[src/design/sphs_pkg.sv]
// Package for the seen-pair hash set: sizes, hash constant, status codes,
// back-end state type and the queue status struct.
// No dependencies; every other design file refers to it by scoped names.
package sphs_pkg;

  localparam int unsigned TableDepth = 1024;
  localparam int unsigned AddrW      = $clog2(TableDepth);
  localparam int unsigned KeyW       = 32;
  localparam int unsigned CntW       = 11;

  localparam logic [KeyW-1:0] KeyMult        = 32'd2654435761;
  localparam logic [CntW-1:0] FillLimitReset = 11'd512;

  typedef logic [KeyW-1:0]  key_t;
  typedef logic [AddrW-1:0] addr_t;
  typedef logic [CntW-1:0]  cnt_t;

  typedef enum logic [1:0] {
    StatusSeen  = 2'd0,
    StatusNovel = 2'd1,
    StatusFull  = 2'd2
  } status_e;

  typedef enum logic [1:0] {
    BackClear,
    BackIdle,
    BackProbe
  } back_state_e;

  typedef struct packed {
    logic full;
    logic empty;
  } queue_status_t;

endpackage

[src/design/sphs_queue.sv]
// Two-entry key queue between the front end and the probe engine.
// Depends on sphs_pkg.
module sphs_queue (
  input  logic                    clk_i,
  input  logic                    rst_ni,
  input  logic                    push_i,
  input  sphs_pkg::key_t          push_key_i,
  input  logic                    pop_i,
  output sphs_pkg::key_t          head_key_o,
  output sphs_pkg::queue_status_t status_o
);

  sphs_pkg::key_t entry_q [2];
  logic           wr_ptr_q, wr_ptr_d;
  logic           rd_ptr_q, rd_ptr_d;
  logic [1:0]     fill_q, fill_d;

  assign status_o.full  = (fill_q == 2'd2);
  assign status_o.empty = (fill_q == 2'd0);
  assign head_key_o     = entry_q[rd_ptr_q];

  always_comb begin
    wr_ptr_d = wr_ptr_q ^ push_i;
    rd_ptr_d = rd_ptr_q ^ pop_i;
    fill_d   = fill_q;
    if (push_i && !pop_i) begin
      fill_d = fill_q + 2'd1;
    end else if (pop_i && !push_i) begin
      fill_d = fill_q - 2'd1;
    end
  end

  always_ff @(posedge clk_i or negedge rst_ni) begin
    if (!rst_ni) begin
      wr_ptr_q <= 1'b0;
      rd_ptr_q <= 1'b0;
      fill_q   <= 2'd0;
    end else begin
      wr_ptr_q <= wr_ptr_d;
      rd_ptr_q <= rd_ptr_d;
      fill_q   <= fill_d;
    end
  end

  always_ff @(posedge clk_i) begin
    if (push_i) begin
      entry_q[wr_ptr_q] <= push_key_i;
    end
  end

  assert property (@(posedge clk_i) disable iff (!rst_ni)
    !(push_i && status_o.full))
    else $error("queue pushed while full");

endmodule

[config.mk]
export PLATFORM = sky130hd
export DESIGN_NAME = sphs_queue
export DESIGN_NICKNAME = d
export VERILOG_FILES = /design/src/design/sphs_pkg.sv /design/src/design/sphs_queue.sv
export SDC_FILE = /design/constraint.sdc
export NUM_CORES = 1
export LEC_CHECK = 0
export BUFFER_PORTS_ARGS = -buffer_cell sky130_fd_sc_hd__buf_4
export CORE_MARGIN = 4
export CORE_UTILIZATION = 36
export DETAILED_ROUTE_END_ITERATION = 10
export SLEW_MARGIN = 40
export SYNTH_ARGS = -nofsm -noshare
export SYNTH_HDL_FRONTEND = slang
export SYNTH_SLANG_ARGS = --single-unit
[constraint.sdc]
create_clock -name clk_i -period 1.8 [get_ports clk_i]
set_input_delay 0 -clock clk_i [delete_from_list [all_inputs] [get_ports clk_i]]
set_output_delay 0 -clock clk_i [all_outputs]
set_load 0.01 [all_outputs]
Word level (Yosys, flattened, before mapping) --
Memories as Yosys holds them, arrays and structs flattened. Index checks and enable logic that the tools add are counted.
Storage, ports and cells: latch bits 0, input bits 36, RAM bits 64, logic and storage cells 19, bits in read-only memories 0, flip-flop bits (word level) 4, memories kept 1, output and inout bits 34
Operators by class: reductions and logical operators 6, equal/unequal tests 1, add/subtract/negate cells 2, multiply operators 0, multiplexer cells 4, divide/modulo/power cells 0, bitwise logic cells 2, order comparisons 0, shift operators 0
Memory list:
- entry_q | words 2, bits a word 32, rd ports 1, clocked after memory_dff 0, wr ports 1, RTL line sphs_queue.sv:13 | sphs_pkg::key_t entry_q [2];
Operator list (count):
- $mux W2 | 2
- $add A2 B1 Y2 const B | 1
- $eq A2 B2 Y1 const B | 1
- $logic_and A1 B1 Y1 | 2
- $logic_not A1 Y1 | 2
- $logic_not A2 Y1 | 1
- $mux W1 | 2
- $reduce_bool A2 Y1 | 1
- $sub A2 B1 Y2 const B | 1
- $xor A1 B1 Y1 | 2

Logic depth before layout (Yosys ltp) --
depth in word-level cells 4, gate-level depth with buffers 5, depth with buffers taken out 5

Worst setup path before layout --
No wires, ideal clock.
kind register -> register, start register wr_ptr_q, end memory entry_q[0][0] in the netlist's numbering, enable pin, cell stages (with the launch flop) 3, slack 0.170 ns, clock period less this slack 1.630 ns, arrival time 1.238 ns, data required time 1.408 ns, path buffers 0, library setup time 0.392 ns, path through dfrtp_1 inv_1 ha_1
RTL lines:
- start, declared | RTL line sphs_queue.sv:14 | logic wr_ptr_q, wr_ptr_d;
- start signal, assigned | RTL line sphs_queue.sv:39 | wr_ptr_q <= wr_ptr_d;
- end, declared | RTL line sphs_queue.sv:13
Straight into the memory's write port.

Final worst setup path --
start register rd_ptr_q, end output port head_key_o[24]
Between the ends: longest elaborated chain between the ends 1
Ends and longest elaborated chain:
- start, declared | RTL line sphs_queue.sv:15 | logic rd_ptr_q, rd_ptr_d;
- start signal, assigned | RTL line sphs_queue.sv:40 | rd_ptr_q <= rd_ptr_d;
- $mem_v2 Z2 W32
- end, declared | RTL line sphs_queue.sv:9 | output sphs_pkg::key_t head_key_o,
Every way passes these cells.

==> results <==
- In the finished design, the share of the clock period the worst path needs comes to 86.5%.
- The number of filler instances in the final layout is 622.
- The worst ir drop on vdd is 0.679 mV.
- The number of clock sinks is 68.
- Global routing used 11.8% of the available tracks.
- The boundary pin count is 70.
- The flow ran to the end, and the final reports show no timing, DRC or antenna violations.
- The die is 94.0 microns wide.
- The HPWL reported at the end of detailed placement is 3.34 mm.
- After floorplanning, the core was divided into 31 placement rows.
- The placer congestion estimate is 0.627.
- Summed over all layers, the global routing overflow is 0.
- The area overhead of the layout relative to synthesis is 45.4%.
- Setup repair after global routing left no endpoint under its margin.
- The power density relative to cell area is 1440 nW/um^2.
- Based on the critical path, the design can be clocked at up to 0.642 GHz.
- STA classifies the critical path endpoint as an output port.
- The first-pass GRT wire length is 7.54 mm.
- In this run the static leakage power is 1.58 nW.
- Clock-pin slew was measured on the worst setup and hold paths at 0.07 ns.
- The remaining antenna violation count is 0.
- The number of antenna violations at the first check in global routing is 0.
- STA puts the critical path data required time at 1.80 ns.
- Entering global routing, the biggest net connects 33 pins.
- The type of the tightest min-delay check is in -> reg.
- The total wire length is 4.86 mm.
- The initial core utilization is 36.9%.
- The reported max-cap violation count is 0.
- The worst path in the final design needs a cycle of 1.56 ns, including I/O delays and setup.
- The initial DRC count is 36.
- For the pin with the worst max-slew slack, the measured transition is 0.428 ns.
- For the final database, setup skew stands at 0.00608 ns.
- The critical path class is reg -> out.
- The vias per cell is 4.20.
- The first detailed-routing pass ran for 3 iterations.
- The max-slew violation total from the final report is 0.
- The non-filler instance count after layout is 338.
- Of all nets on the critical path, the largest fanout is 19.
- The via count is 1419.
- The number of cells produced by synthesis is 117.
- The die covers 8830 sq um.
- The per-cell routed wire length is 14.4 microns.
- Buffers placed on the I/O ports in this run total 69.
- The clock root buffer master is clkbuf_8.
- The final total negative setup slack is 0 ns.
- For the worst setup path, the data arrival time is 1.56 ns.
- TritonCTS created 9 clock buffers.
- The most frequent cell on the critical path is buf_4.
- STA classifies the critical path startpoint as a flip-flop.
- The number of antenna diodes in the final layout is 0.
- The via count of the first global-routing pass is 1576.
- The relative slew slack is 71.4%.
- Counting along the longest clock path gives a buffer depth of 2.
- The stage delay of the slowest cell on the critical path is 0.39 ns.
- Counting every net in the synthesized netlist gives 156.
- The Yosys step of the flow raised 0 warnings.
- The critical path goes through buf_4 > mux2_2 > buf_4.
- The clock tree from TritonCTS is done.
- The final net count is 273.
- The final hold violation count is 0.
- The mean cell area of the mapped netlist is 22.7 sq um.
- The final setup violation count is 0.
- The number of H-tree levels is 3.
- The synthesized netlist contains 12 unique library cells.
- The slowest cell on the critical path is mux2_2.
- The core area is 7210 sq um.
- The fraction of layout cells with a size suffix above 1 is 51.0%.
- The post-synth design cell area is 2660 sq um.
- For this run, design rule violations remaining after detail routing come to 0.
- From bottom edge to top edge, the die measures 94.0 microns.
- The part of the Yosys area used for sequential elements is 76.0%.
- Including well taps, the total number of placed cells is 286.
- At the later pin of the worst-skew pair, clock insertion delay measures 0.34 ns.
- Synthesis inferred 68 register bits.
==> sequential cells by signal, summed over array words and instances (netlist names) <==
signal / count
wr_ptr_q: 1
rd_ptr_q: 1
entry_q: 64
fill_q: 2
==> layout by cell type, fill, tap and decap left out, types with 3 or more instances in the layout <==
| master | instances |
|---|---|
| mux2_4 | 29 |
| buf_4 | 74 |
| dlygate4sd3_1 | 36 |
| clkbuf_8 | 9 |
| ha_1 | 3 |
| inv_1 | 3 |
| bufinv_16 | 3 |
| edfxtp_1 | 64 |
| mux2_2 | 3 |
| dfrtp_1 | 3 |
| xor2_1 | 3 |
==> cell usage after synthesis (all sizes together) <==
cell / n / area [sq um]
mux2: 32 / 469
inv: 3 / 11.3
edfxtp: 64 / 1920
xnor2: 1 / 8.76
nor2b: 1 / 6.26
xor2: 3 / 26.3
ha: 3 / 37.5
buf: 4 / 71.3
nor2: 2 / 7.51
dfrtp: 4 / 100
==> metrics by stage <==
step | setup slack (ns) | instance area, sq um | utilization [%] | total power [mW] | hold slack, ns
6_report | 0.243 | 3870 | 53.6 | 5.55 | 0.382
5_1_grt | 0.173 | 3870 | 53.6 | 5.83 | 0.372
4_1_cts | 0.211 | 3870 | 53.6 | 5.65 | 0.370
3_3_place_gp | 0.591 | 3270 | 45.3 | 4.05 | -0.203
3_5_place_dp | 0.493 | 3270 | 45.3 | 4.11 | -0.199
2_1_floorplan | 0.170 | 2660 | - | 3.48 | -0.296
==> cells by family (layout without fill, tap and decap cells) <==
logic type    after synthesis  count (layout)  synth area share [%]
xor+xnor                    4               4                  1.32
simple gates                3               3                 0.518
fa+ha+maj                   3               3                  1.41
buf+inv                     7             129                  3.10
mux                        32              32                  17.6
flops                      68              68                  76.0
==> per-layer routing <==
metal	GRT usage, %	up-vias	routed length (microns)
met1	10.8	696	1650
met2	22.6	31	2890
met3	3.45	9	211
met5	0	-	0
li1	-	683	-
met4	7.22	0	116
==> where the power goes <==
group          internal [mW]  switching [mW]
combinational           1.07           0.812
clock                  0.914           0.545
sequential              2.11           0.104
total                   4.09            1.46
==> path summary, 6_finish.rpt <==
path                             endpoint  depth (start not counted)            from  slack [ns]
min in group asynchronous       fill_q[1]                          3          rst_ni        0.56
hold / removal             entry_q[0][23]                          2  push_key_i[23]        0.38
hold reg to reg                 fill_q[1]                          1       fill_q[1]        0.50
setup / recovery           head_key_o[24]                          3        rd_ptr_q        0.24
max in group asynchronous        rd_ptr_q                          3          rst_ni        1.04
setup reg to reg           entry_q[1][11]                          2        wr_ptr_q        0.50
==> final cells by class <==
class	instances	area [sq um]	share of cell area, %
Clock buffer	9	124	3.20
Multi-Input combinational cell	42	556	14.4
Clock inverter	7	115	2.98
Sequential cell	68	2020	52.3
Timing Repair Buffer	110	916	23.7
Tap cell	99	124	3.20
Inverter	3	11.3	0.291
==> critical path, delay by kind of cell (launching register included) <==
kind                   cells  cell delay (ns)
multiplexers               1             0.39
buffers and inverters      2             0.47
flip-flops                 1             0.35
==> timing repair <==
item | in CTS | in global routing
setup buffers | 0 | 0
resized for setup | 0 | 0
endpoints found under the hold margin | 70 | 0
hold buffers | 36 | 0
Note: power is estimated with default switching activity, not from simulation.
