**src/design/sphs_pkg.sv**
```systemverilog
// Package for the seen-pair hash set: sizes, hash constant, status codes,
// back-end state type and the queue status struct.
// No dependencies; every other design file refers to it by scoped names.
package sphs_pkg;

  localparam int unsigned TableDepth = 1024;
  localparam int unsigned AddrW      = $clog2(TableDepth);
  localparam int unsigned KeyW       = 32;
  localparam int unsigned CntW       = 11;

  localparam logic [KeyW-1:0] KeyMult        = 32'd2654435761;
  localparam logic [CntW-1:0] FillLimitReset = 11'd512;

  typedef logic [KeyW-1:0]  key_t;
  typedef logic [AddrW-1:0] addr_t;
  typedef logic [CntW-1:0]  cnt_t;

  typedef enum logic [1:0] {
    StatusSeen  = 2'd0,
    StatusNovel = 2'd1,
    StatusFull  = 2'd2
  } status_e;

  typedef enum logic [1:0] {
    BackClear,
    BackIdle,
    BackProbe
  } back_state_e;

  typedef struct packed {
    logic full;
    logic empty;
  } queue_status_t;

endpackage

```
**src/design/sphs_front.sv**
```systemverilog
// Front end: takes items on the start/busy handshake, folds each pair into
// a 32-bit key and hands the key to the queue. Depends on sphs_pkg.
module sphs_front (
  input  logic                   clk_i,
  input  logic                   rst_ni,
  input  logic                   start,
  output logic                   busy,
  input  logic [31:0]            cmp_id_i,
  input  logic [31:0]            condition_value_i,
  input  logic                   clearing_i,
  input  sphs_pkg::queue_status_t q_status_i,
  output logic                   push_o,
  output sphs_pkg::key_t         key_o
);

  logic           vld_q, vld_d;
  sphs_pkg::key_t key_q;
  sphs_pkg::key_t prod;
  logic           accept;

  // Only the low 32 bits of the product matter.
  assign prod   = condition_value_i * sphs_pkg::KeyMult;
  assign busy   = clearing_i | (vld_q & q_status_i.full);
  assign accept = start & ~busy;
  assign push_o = vld_q & ~q_status_i.full;
  assign key_o  = key_q;
  assign vld_d  = accept | (vld_q & q_status_i.full);

  always_ff @(posedge clk_i or negedge rst_ni) begin
    if (!rst_ni) begin
      vld_q <= 1'b0;
    end else begin
      vld_q <= vld_d;
    end
  end

  always_ff @(posedge clk_i) begin
    if (accept) begin
      key_q <= cmp_id_i ^ prod;
    end
  end

endmodule

```
**config.mk**
```make
export PLATFORM = sky130hd
export DESIGN_NAME = sphs_front
export DESIGN_NICKNAME = d
export VERILOG_FILES = /design/src/design/sphs_pkg.sv /design/src/design/sphs_front.sv
export SDC_FILE = /design/constraint.sdc
export NUM_CORES = 1
export LEC_CHECK = 0
export BUFFER_PORTS_ARGS = -buffer_cell sky130_fd_sc_hd__clkbuf_2
export CAP_MARGIN = 20
export CORE_MARGIN = 2
export CORE_UTILIZATION = 44
export DETAILED_ROUTE_END_ITERATION = 10
export PLACE_DENSITY = 0.63
export SYNTH_ARGS = -nofsm -noshare
export SYNTH_HDL_FRONTEND = slang
export SYNTH_SLANG_ARGS = --single-unit
```
**constraint.sdc**
```tcl
create_clock -name clk_i -period 1.7 [get_ports clk_i]
set_clock_uncertainty 0.15 [all_clocks]
set_input_delay 0 -clock clk_i [delete_from_list [all_inputs] [get_ports clk_i]]
set_output_delay 0 -clock clk_i [all_outputs]
set_load 0.05 [all_outputs]
```
==> Word level (Yosys, flattened, before mapping) <==
Index checks and enable logic that the tools add are counted.
{ "word_totals": {"in_bits": 70, "output_inout_bits": 34, "reg_bits": 33, "wordCells": 11} }
{ "op_classes": {"n_mul": 1, "bitwise_logic": 8} }
{ "op_table": {"columns": ["operator", "count"], "rows": [
  ["$mul 32x32->32 const B", 1],
  ["$xor 32x32->32", 1],
  ["$and 1x1->1", 3],
  ["$not 1->1", 2],
  ["$or 1x1->1", 2]
]} }

==> Longest topological paths before layout <==
Gate-level depths: netlist of the first run.
{ "depth": {"word_depth": 5, "mapped_depth": 24, "depth_no_buf": 24} }

==> Least setup slack after synthesis of the first run <==
Ideal clock, no wire load.
{ "synth_timing": {"kind": "input -> register", "startpoint": "input port condition_value_i[4]", "endpoint": "register key_q[25], in the netlist key_o[25] (data pin)", "required_ns": 1.295, "path_buffers": 0, "cell_stages": 23, "setup_time_ns": 0.255, "arrival_time_ns": 5.606, "path_slack_ns": -4.311, "path_cell_list": "inv_1 fa_1 inv_1 fa_1 fa_1 inv_1 fa_1 inv_1 fa_1 inv_1 fa_1 inv_1 fa_1 inv_1 fa_1 inv_1 ha_1 a21oi_1 o21ai_0 a31oi_4 a21oi_2 a2111o_1 and3_1"} }
{ "synth_via": {"elab_chain_len": 2} }
{ "synth_rtl": {"columns": ["item", "line", "rtl"], "rows": [
  ["start, declared", "sphs_front.sv:9", "input logic [31:0] condition_value_i,"],
  ["$mul 32x32->32", "sphs_front.sv:22", "assign prod = condition_value_i * sphs_pkg::KeyMult;"],
  ["$xor 32x32->32", "sphs_front.sv:39", "key_q <= cmp_id_i ^ prod;"],
  ["end signal, assigned", "sphs_front.sv:39", null],
  ["end, declared", "sphs_front.sv:17", "sphs_pkg::key_t key_q;"]
]} }
No other way between the ends.
A chain may end at the register's enable or synchronous reset.

==> Worst setup path after layout of the first run <==
{ "layout_timing": {"startpoint": "input port condition_value_i[13]", "endpoint": "register key_q[31], in the netlist key_o[31] (data pin)"} }
Same word-level chain as after synthesis.

==> results of run 1 <==
## cell usage in the layout (no fill, tap or decap), types with 4 or more instances in the layout
cell type	Yosys	layout
a21o_1	9	9
a21oi_1	18	7
a21oi_2	1	9
buf_12	0	9
buf_4	0	160
buf_6	0	38
buf_8	0	7
clkbuf_16	0	6
clkbuf_2	0	92
clkinvlp_4	0	5
dlygate4sd3_1	0	35
edfxtp_1	32	32
fa_1	204	187
fa_2	0	17
ha_1	187	129
ha_4	0	55
inv_1	341	297
inv_2	0	37
nand2_1	11	4
nand2_2	0	7
nand2b_1	4	4
nor2_1	8	5
o21a_1	6	6
o21ai_2	0	4
xnor2_1	65	62
xor2_1	27	24
## final timing paths
| kind | cells after the start | from | endpoint | slack [ns] |
|---|---|---|---|---|
| setup / recovery | 23 | condition_value_i[13] | key_o[31] | -4.07 |
| hold / removal | 3 | condition_value_i[1] | key_o[1] | 0.10 |
| setup reg to reg | 3 | vld_q | key_o[7] | 0.27 |
| hold reg to reg | 1 | vld_q | vld_q | 0.35 |
| max in group asynchronous | 3 | rst_ni | vld_q | 0.91 |
| min in group asynchronous | 3 | rst_ni | vld_q | 0.39 |
## cell families after synthesis
| logic type | count (synthesis) |
|---|---|
| adder cells (fa/ha/maj) | 391 |
| buffers and inverters | 343 |
| XOR/XNOR | 92 |
| AO/OA/AOI/OAI | 63 |
| AND/OR/NAND/NOR | 43 |
| flip-flops | 33 |
## final cells by class
| cell class | instances | area [µm²] |
|---|---|---|
| multi-input cells | 589 | 8940 |
| inverters | 341 | 1310 |
| fillers | 1805 | 8150 |
| flip-flops and latches | 33 | 986 |
| repair buffers | 344 | 2770 |
| clock inverters | 2 | 10.0 |
| well taps | 285 | 357 |
| clock buffers | 6 | 129 |
## worst max-delay path: stages
cell and delay, ns:
buf_4 0.12, clkinvlp_4 0.11, fa_2 0.45, fa_1 0.52, inv_2 0.04, fa_1 0.50
fa_1 0.56, inv_2 0.04, fa_1 0.52, inv_2 0.05, fa_1 0.49, fa_1 0.50
inv_1 0.05, fa_1 0.52, inv_2 0.05, ha_4 0.26, buf_4 0.12, nand2_2 0.06
nor2_2 0.12, nand4_1 0.14, o21bai_4 0.23, o31ai_4 0.09, xnor2_1 0.13
## flip-flops by register name (all words and copies together), names as in the netlist
name	flops
key_o	32
vld_q	1
## Yosys cell counts (all sizes together)
library cell,number
ha,187
a21oi,19
o211ai,3
nor2b,1
fa,204
nor2,8
a41oi,1
edfxtp,32
xnor2,65
o21ai,9
o31ai,2
and2,2
a211oi,2
buf,2
nand4,3
a21o,9
o21a,6
a2111o,1
dfrtp,1
a21boi,2
nand3b,3
and3,1
nor4,1
nand2,11
nand3,6
a31o,2
o21bai,3
a31oi,3
xor2,27
nor3,3
nand2b,4
a2111oi,1
inv,341
## metrics by stage
stage                     setup slack [ns]  cell area [µm²]
after global placement               -4.43            13100
after CTS                            -4.07            14100
after floorplan                      -4.12            10800
after global routing                 -4.24            14500
final                                -4.07            14500
after detailed placement             -4.52            13100
## layer usage
layer | track usage, % | share of wire (%) | vias up
met3 | 1.53 | 3.6 | 24
met5 | 0 | 0 | -
met4 | 4.76 | 1.6 | 0
met1 | 31.2 | 44 | 3587
li1 | - | - | 3593
met2 | 41.8 | 51 | 134
## timing repair
action                                  CTS  global route
pin swaps                                80            67
buffers inserted                         17            12
endpoints found under the hold margin    32             1
endpoints found under the setup margin   26            26
hold buffers                             34             1
gates resized for setup                 105            78
==> impl_metrics.yaml, run 1 <==
status:
  status: "finished, violations left"
  failed_checks: "negative setup slack"
finish:
  fin_cells: 1600
  fin_util_pct: 64.0
  syn_to_final_growth_pct: 42.6
  drive_above_1_share_pct: 37.1
  nets: 1775
  antenna_cells: 0
sta:
  period_share_pct: 339
  fin_crit_ns: 5.77
  drv_slew: 0
  fmax_mhz: 173
  setup_viol: 25
  rsz0062_at_grt: "yes"
  worst_pin_slew_ns: 0.360
  tns_ns: -81.68
  finalHoldViolations: 0
  fin_ws_ns: -4.07
  holdWs_ns: 0.102
  relSlewSlack_pct: 75.8
floorplan:
  rows: 55
  core-area_um2: 22600
  chipHeight_um: 156
  die_w_um: 156
  io_pins: 104
  initial_core_util_pct: 44.9
  dieArea_um2: 24300
grt:
  grt_usage_pct: 23.3
  grt_pass1_vias: 8302
  grt_start_max_net_pins: 34
  grt_pass1_wl_um: 42700
  grt-ovfl-total: 0
  antenna_found_initial: 0
setup_path:
  arrival_ns: 5.66
  cp_max_fo: 3
  required_ns: 1.59
  worstSetupEndpointType: "register"
  path_class: "in2reg"
  start_kind: "input pin"
logic_synthesis:
  ys_types: 38
  syn_area_um2: 10200
  yosysWarnings: 0
  yosys.area_share.xor_xnor_pct: 7.93
  synth-simple-area-share_pct: 2.11
  ys_ff_latch: 33
  synth_top_area_share_pct: 40.2
  synthAdderAreaFrac_pct: 63.2
  synth_largest_area_cell: "fa_1"
  ys_top_cells_by_area: "fa_1 (40%), ha_1 (23%), inv_1 (13%), edfxtp_1 (9.5%), xnor2_1 (5.6%)"
  muxShareOfSynthArea_pct: 0
  syn_nets: 1426
  synth-compound-area-share_pct: 4.33
  ys_seq_area_share_pct: 9.70
  synth.avg_cell_area_um2: 10.5
  synthCells: 965
  synth_top_family_by_area: "adder cells"
placement:
  port_buffers: 102
  dp_hpwl_um: 22900
  dp_cells: 1531
  gp_congestion: 0.936
clock_network:
  cts_tree: "built"
  htree_num_levels: 2
  clk_latency_ns: 0.29
  path_clk_slew_ns: 0.06
  cts_sinks: 33
  cts-root-buf: "clkbuf_16"
  clockBufferDepth: 2
  cts_buffers: 5
detailed_routing:
  num_vias: 7338
  wl_per_cell_um: 16.5
  ant_nets: 0
  drtPass1Iterations: 4
  via_per_inst: 4.59
  route.detailed.drc: 0
  drtIter0Drc: 223
  drt_wl_total_um: 26400
hold_path:
  min_path_type: "in2reg"
job:
  drv_cap: 0
Power of run 1 is not shown: default switching activity piles up to over one toggle a cycle in this logic, so the estimate is an artifact.
==> inputs of run 2 (changes only) <==
--- a/config.mk
+++ b/config.mk
@@ -9,6 +9,7 @@
 export CAP_MARGIN = 20
 export CORE_MARGIN = 2
 export CORE_UTILIZATION = 44
+export CTS_BUF_LIST = sky130_fd_sc_hd__clkbuf_4 sky130_fd_sc_hd__clkbuf_8
 export DETAILED_ROUTE_END_ITERATION = 10
 export PLACE_DENSITY = 0.63
 export SYNTH_ARGS = -nofsm -noshare
==> run 2 against run 1 <==
  * The run still ends with negative setup slack left
  * Flip-flop and latch count is the same
  * Die area stayed put
  * Critical path depth stayed put
  * Via count up 0.55%
  * Non-clock buffer count is 2 higher
  * Setup slack better by 0.024 ns
  * Wire length up 0.38%
  * Utilization is 0.094 points higher
  * Cell count increased by 0.13%
  * Critical path type unchanged
==> impl_metrics.yaml, run 2 (synthesis gave the netlist of run 1 again) <==
finish:
  design_area_um2: 14500
  largest_register_ffs: 32
  antenna_cells: 0
  drive_above_1_share_pct: 37.7
  fin_util_pct: 64.1
  syn_to_final_growth_pct: 42.8
  final_common_cell: "inv_1"
  n_fill_cell: 1804
  nets: 1777
  layout_common_cells: "inv_1 (298), fa_1 (185), buf_4 (160)"
floorplan:
  dieArea_um2: 24300
  chipHeight_um: 156
  io_pins: 104
  initial_core_util_pct: 44.9
  rows: 55
  core-area_um2: 22600
  die_w_um: 156
setup_path:
  required_ns: 1.61
  path_cells: "buf_4 -> clkinvlp_4 -> fa_2 -> fa_1 -> inv_2 -> fa_1 -> fa_1 -> inv_2 -> fa_1 -> inv_2 -> fa_1 -> fa_1 -> inv_1 -> fa_1 -> inv_2 -> ha_4 -> buf_4 -> nand2_2 -> nor2_2 -> nand4_1 -> o21bai_4 -> o31ai_4 -> xnor2_1"
  cp_max_fo: 3
  path_class: "in2reg"
  cp_slowest_cell: "fa_1"
  crit_family: "adder cells"
  worst-path-buf-inv: 8
  arrival_ns: 5.65
  cpMostUsedCell: "fa_1"
  worstSetupEndpointType: "register"
  slowest_delay_ns: 0.56
  start_kind: "input pin"
clock_network:
  clockBufferDepth: 2
  cts-root-buf: "clkbuf_8"
  htree_num_levels: 2
  path_clk_slew_ns: 0.08
  cts_buffers: 5
  cts_sinks: 33
  cts_tree: "built"
  clk_latency_ns: 0.31
grt:
  antenna_found_initial: 0
  grt_pass1_wl_um: 42500
  busiest_layer: "met2"
  met1_usage_pct: 31.0
  grt-ovfl-total: 0
  grt_pass1_vias: 8301
  met3_usage_pct: 1.53
  grt_start_max_net_pins: 34
  grt_usage_pct: 23.2
  met2_usage_pct: 41.9
placement:
  gp_congestion: 0.936
  dp_hpwl_um: 22900
  port_buffers: 102
  place_area_um2: 13100
detailed_routing:
  drt_wl_total_um: 26500
  route.detailed.drc: 0
  drtIter0Drc: 238
  num_vias: 7378
  wl_per_cell_um: 16.5
  drtPass1Iterations: 4
  ant_nets: 0
  via_per_inst: 4.61
sta:
  period_share_pct: 338
  finalHoldViolations: 0
  relSlewSlack_pct: 75.9
  drv_slew: 0
  fin_ws_ns: -4.04
  worst_pin_slew_ns: 0.359
  setup_viol: 25
  tns_ns: -80.32
  rsz0062_at_grt: "yes"
  fmax_mhz: 174
  fin_crit_ns: 5.74
hold_path:
  min_path_type: "in2reg"
status:
  failed_checks: "negative setup slack"
  status: "finished, violations left"
job:
  drv_cap: 0
[run 2: worst reg2reg max path, cell delays in order, from the launching register on]
cell	delay (ns)
dfrtp_1	0.39
a21oi_1	0.16
and2_2	0.19
buf_12	0.21
[run 2: what timing repair did]
action / 4_1_cts / 5_1_grt
setup buffers: 16 / 18
hold buffers: 35 / 0
hold endpoints to repair: 32 / 0
setup endpoints to repair: 26 / 25
gates resized for setup: 104 / 98
pin swaps: 78 / 76
[run 2: final timing paths]
check	start	to	slack, ns	cells after the start
min	condition_value_i[1]	key_o[1]	0.08	3
min reg2reg	vld_q	vld_q	0.35	1
max reg2reg	vld_q	key_o[7]	0.27	3
min in group asynchronous	rst_ni	vld_q	0.37	3
max	condition_value_i[13]	key_o[31]	-4.04	23
max in group asynchronous	rst_ni	vld_q	0.93	3
[run 2: layout make-up]
| class | instances | area [µm²] | share of cell area, % |
|---|---|---|---|
| sequential | 33 | 986 | 6.79 |
| inverter | 341 | 1310 | 9.02 |
| tap | 285 | 357 | 2.46 |
| clock buffer | 6 | 76.3 | 0.526 |
| timing repair buffer | 346 | 2780 | 19.2 |
| clock inverter | 2 | 10.0 | 0.0690 |
| multi-input combinational | 589 | 8990 | 62.0 |
[run 2: stage by stage]
stage,hold slack [ns],setup slack (ns),std cells
after detailed placement,-0.375,-4.52,1531
after CTS,0.0721,-4.04,1589
final,0.0796,-4.04,1602
after floorplan,-0.446,-4.12,965
after global placement,-0.375,-4.43,1531
after global routing,0.0928,-4.22,1602
[run 2: metal layers]
metal  up-vias  wire, µm
li1       3598         -
met1      3625     11700
met2       129     13500
met3        26       811
met4         0       445
met5         -         0
Power of run 2 is left out for the same reason.
==> inputs of run 3 (changes only) <==
--- a/config.mk
+++ b/config.mk
@@ -7,11 +7,14 @@
 export LEC_CHECK = 0
 export BUFFER_PORTS_ARGS = -buffer_cell sky130_fd_sc_hd__clkbuf_2
 export CAP_MARGIN = 20
+export CELL_PAD_IN_SITES_DETAIL_PLACEMENT = 1
+export CELL_PAD_IN_SITES_GLOBAL_PLACEMENT = 2
 export CORE_MARGIN = 2
-export CORE_UTILIZATION = 44
+export CORE_UTILIZATION = 37
 export CTS_BUF_LIST = sky130_fd_sc_hd__clkbuf_4 sky130_fd_sc_hd__clkbuf_8
 export DETAILED_ROUTE_END_ITERATION = 10
-export PLACE_DENSITY = 0.63
+export PLACE_DENSITY = 0.78
+export SKIP_LAST_GASP = 1
 export SYNTH_ARGS = -nofsm -noshare
 export SYNTH_HDL_FRONTEND = slang
 export SYNTH_SLANG_ARGS = --single-unit
==> run 3 against run 2 <==
  * The run ends with negative hold slack, negative setup slack left
  * Setup slack gained 0.020 ns
  * Worst hold slack lost 0.084 ns
  * Wire length grew 16%
  * Design area fell by 0.62%
  * First-iteration DRC count fell by 14%
  * Sequential share of layout area is essentially flat
  * Maximum frequency grew 0.35%
  * Register-to-register slack is essentially flat
  * Critical endpoint is now key_o[30]
  * Largest cell class unchanged
==> impl_metrics.yaml, run 3 (synthesis gave the netlist of run 1 again) <==
status:
  status: "finished, violations left"
  failed_checks: "negative hold slack, negative setup slack"
detailed_routing:
  drtIter0Drc: 205
  wirelength_met1_um: 13500
  route.detailed.drc: 0
  drtPass1Iterations: 4
  dr_wl_met3_um: 591
  via_per_inst: 4.57
  drt_wl_total_um: 30800
  ant_nets: 0
  wl_met2_um: 16000
  wl_per_cell_um: 18.7
  num_vias: 7528
  top_layer: "met4"
job:
  drv_cap: 0
grt:
  grt_start_max_net_pins: 34
  grt-ovfl-total: 0
  grt_usage_pct: 22.6
  grt_pass1_vias: 9048
  grt_pass1_wl_um: 48600
  antenna_found_initial: 0
setup_path:
  slowest_delay_ns: 0.56
  start_kind: "input pin"
  crit_family: "adder cells"
  cpMostUsedCell: "fa_1"
  worstSetupEndpointType: "register"
  required_ns: 1.62
  path_class: "in2reg"
  cp_slowest_cell: "fa_2"
  worst-path-buf-inv: 8
  cp_max_fo: 3
  path_cells: "clkbuf_8 -> clkinvlp_4 -> buf_4 -> fa_2 -> fa_1 -> inv_1 -> fa_1 -> fa_1 -> inv_2 -> fa_2 -> inv_2 -> fa_2 -> fa_1 -> inv_1 -> fa_1 -> inv_2 -> ha_4 -> o21ai_2 -> nand2b_1 -> a21boi_4 -> a2111oi_4 -> a21oi_2 -> xnor2_1"
  arrival_ns: 5.64
finish:
  n_fill_cell: 2977
  register_area_um2: 986
  fin_util_pct: 53.5
  nets: 1766
  antenna_cells: 0
  final_common_cell: "inv_1"
  syn_to_final_growth_pct: 41.9
  drive_above_1_share_pct: 37.4
  largest_register_ffs: 32
  fin_cells: 1647
  multi_input_area_um2: 8990
  layout_common_cells: "inv_1 (299), fa_1 (181), buf_4 (165)"
floorplan:
  initial_core_util_pct: 37.7
  rows: 60
  die_w_um: 170
  core-area_um2: 27000
  chipHeight_um: 170
  io_pins: 104
  dieArea_um2: 28800
clock_network:
  clockBufferDepth: 2
  htree_num_levels: 2
  cts-root-buf: "clkbuf_8"
  cts_buffers: 5
  cts_sinks: 33
  cts_tree: "built"
  clk_latency_ns: 0.30
  path_clk_slew_ns: 0.08
sta:
  fmax_mhz: 175
  drv_slew: 0
  relSlewSlack_pct: 64.9
  period_share_pct: 337
  worst_pin_slew_ns: 0.524
  rsz0062_at_grt: "yes"
  fin_ws_ns: -4.02
  finalHoldViolations: 1
  fin_crit_ns: 5.72
  holdWs_ns: -0.00427
  setup_viol: 26
placement:
  gp_congestion: 0.884
  dp_hpwl_um: 26900
  dp_cells: 1576
  port_buffers: 102
hold_path:
  min_path_type: "in2reg"
[run 3: through the flow]
stage | setup TNS, ns | area, µm² | setup WS (ns)
after floorplan | -76.39 | 10800 | -4.12
after global placement | -92.44 | 13000 | -4.46
after detailed placement | -94.11 | 13000 | -4.57
after CTS | -82.13 | 14100 | -3.99
after global routing | -85.59 | 14400 | -4.18
final | -81.87 | 14400 | -4.02
[run 3: layout make-up]
cell class | count | share of cell area, %
inverters | 341 | 9.03
well taps | 341 | 2.96
repair buffers | 335 | 18.0
multi-input cells | 589 | 62.4
clock inverters | 1 | 0.208
clock buffers | 7 | 0.625
flip-flops and latches | 33 | 6.84
[run 3: worst min-delay path: stages]
cell and delay, ns:
clkbuf_2 0.10, xor2_1 0.07, xnor2_1 0.17
[run 3: worst paths after layout]
kind | startpoint | to | cells past startpoint | slack, ns
min in group asynchronous | rst_ni | vld_q | 3 | 0.40
hold / removal | cmp_id_i[19] | key_o[19] | 3 | -0.004
setup / recovery | condition_value_i[14] | key_o[30] | 23 | -4.02
max in group asynchronous | rst_ni | vld_q | 3 | 0.89
setup reg to reg | vld_q | key_o[8] | 3 | 0.26
hold reg to reg | vld_q | vld_q | 1 | 0.36
[run 3: timing repair]
action                                  CTS  global route
hold buffers                             32             0
pin swaps                                86            57
setup buffers                            22            10
endpoints found under the hold margin    31             0
resized for setup                        98            72
endpoints found under the setup margin   26            26
gates cloned                              0             0
[run 3: per-layer routing]
metal / track usage [%] / vias to the layer above
li1: - / 3563
met1: 28.3 / 3811
met2: 42.3 / 116
met3: 1.59 / 38
met4: 5.61 / 0
met5: 0 / -
Power of run 3 is left out for the same reason.
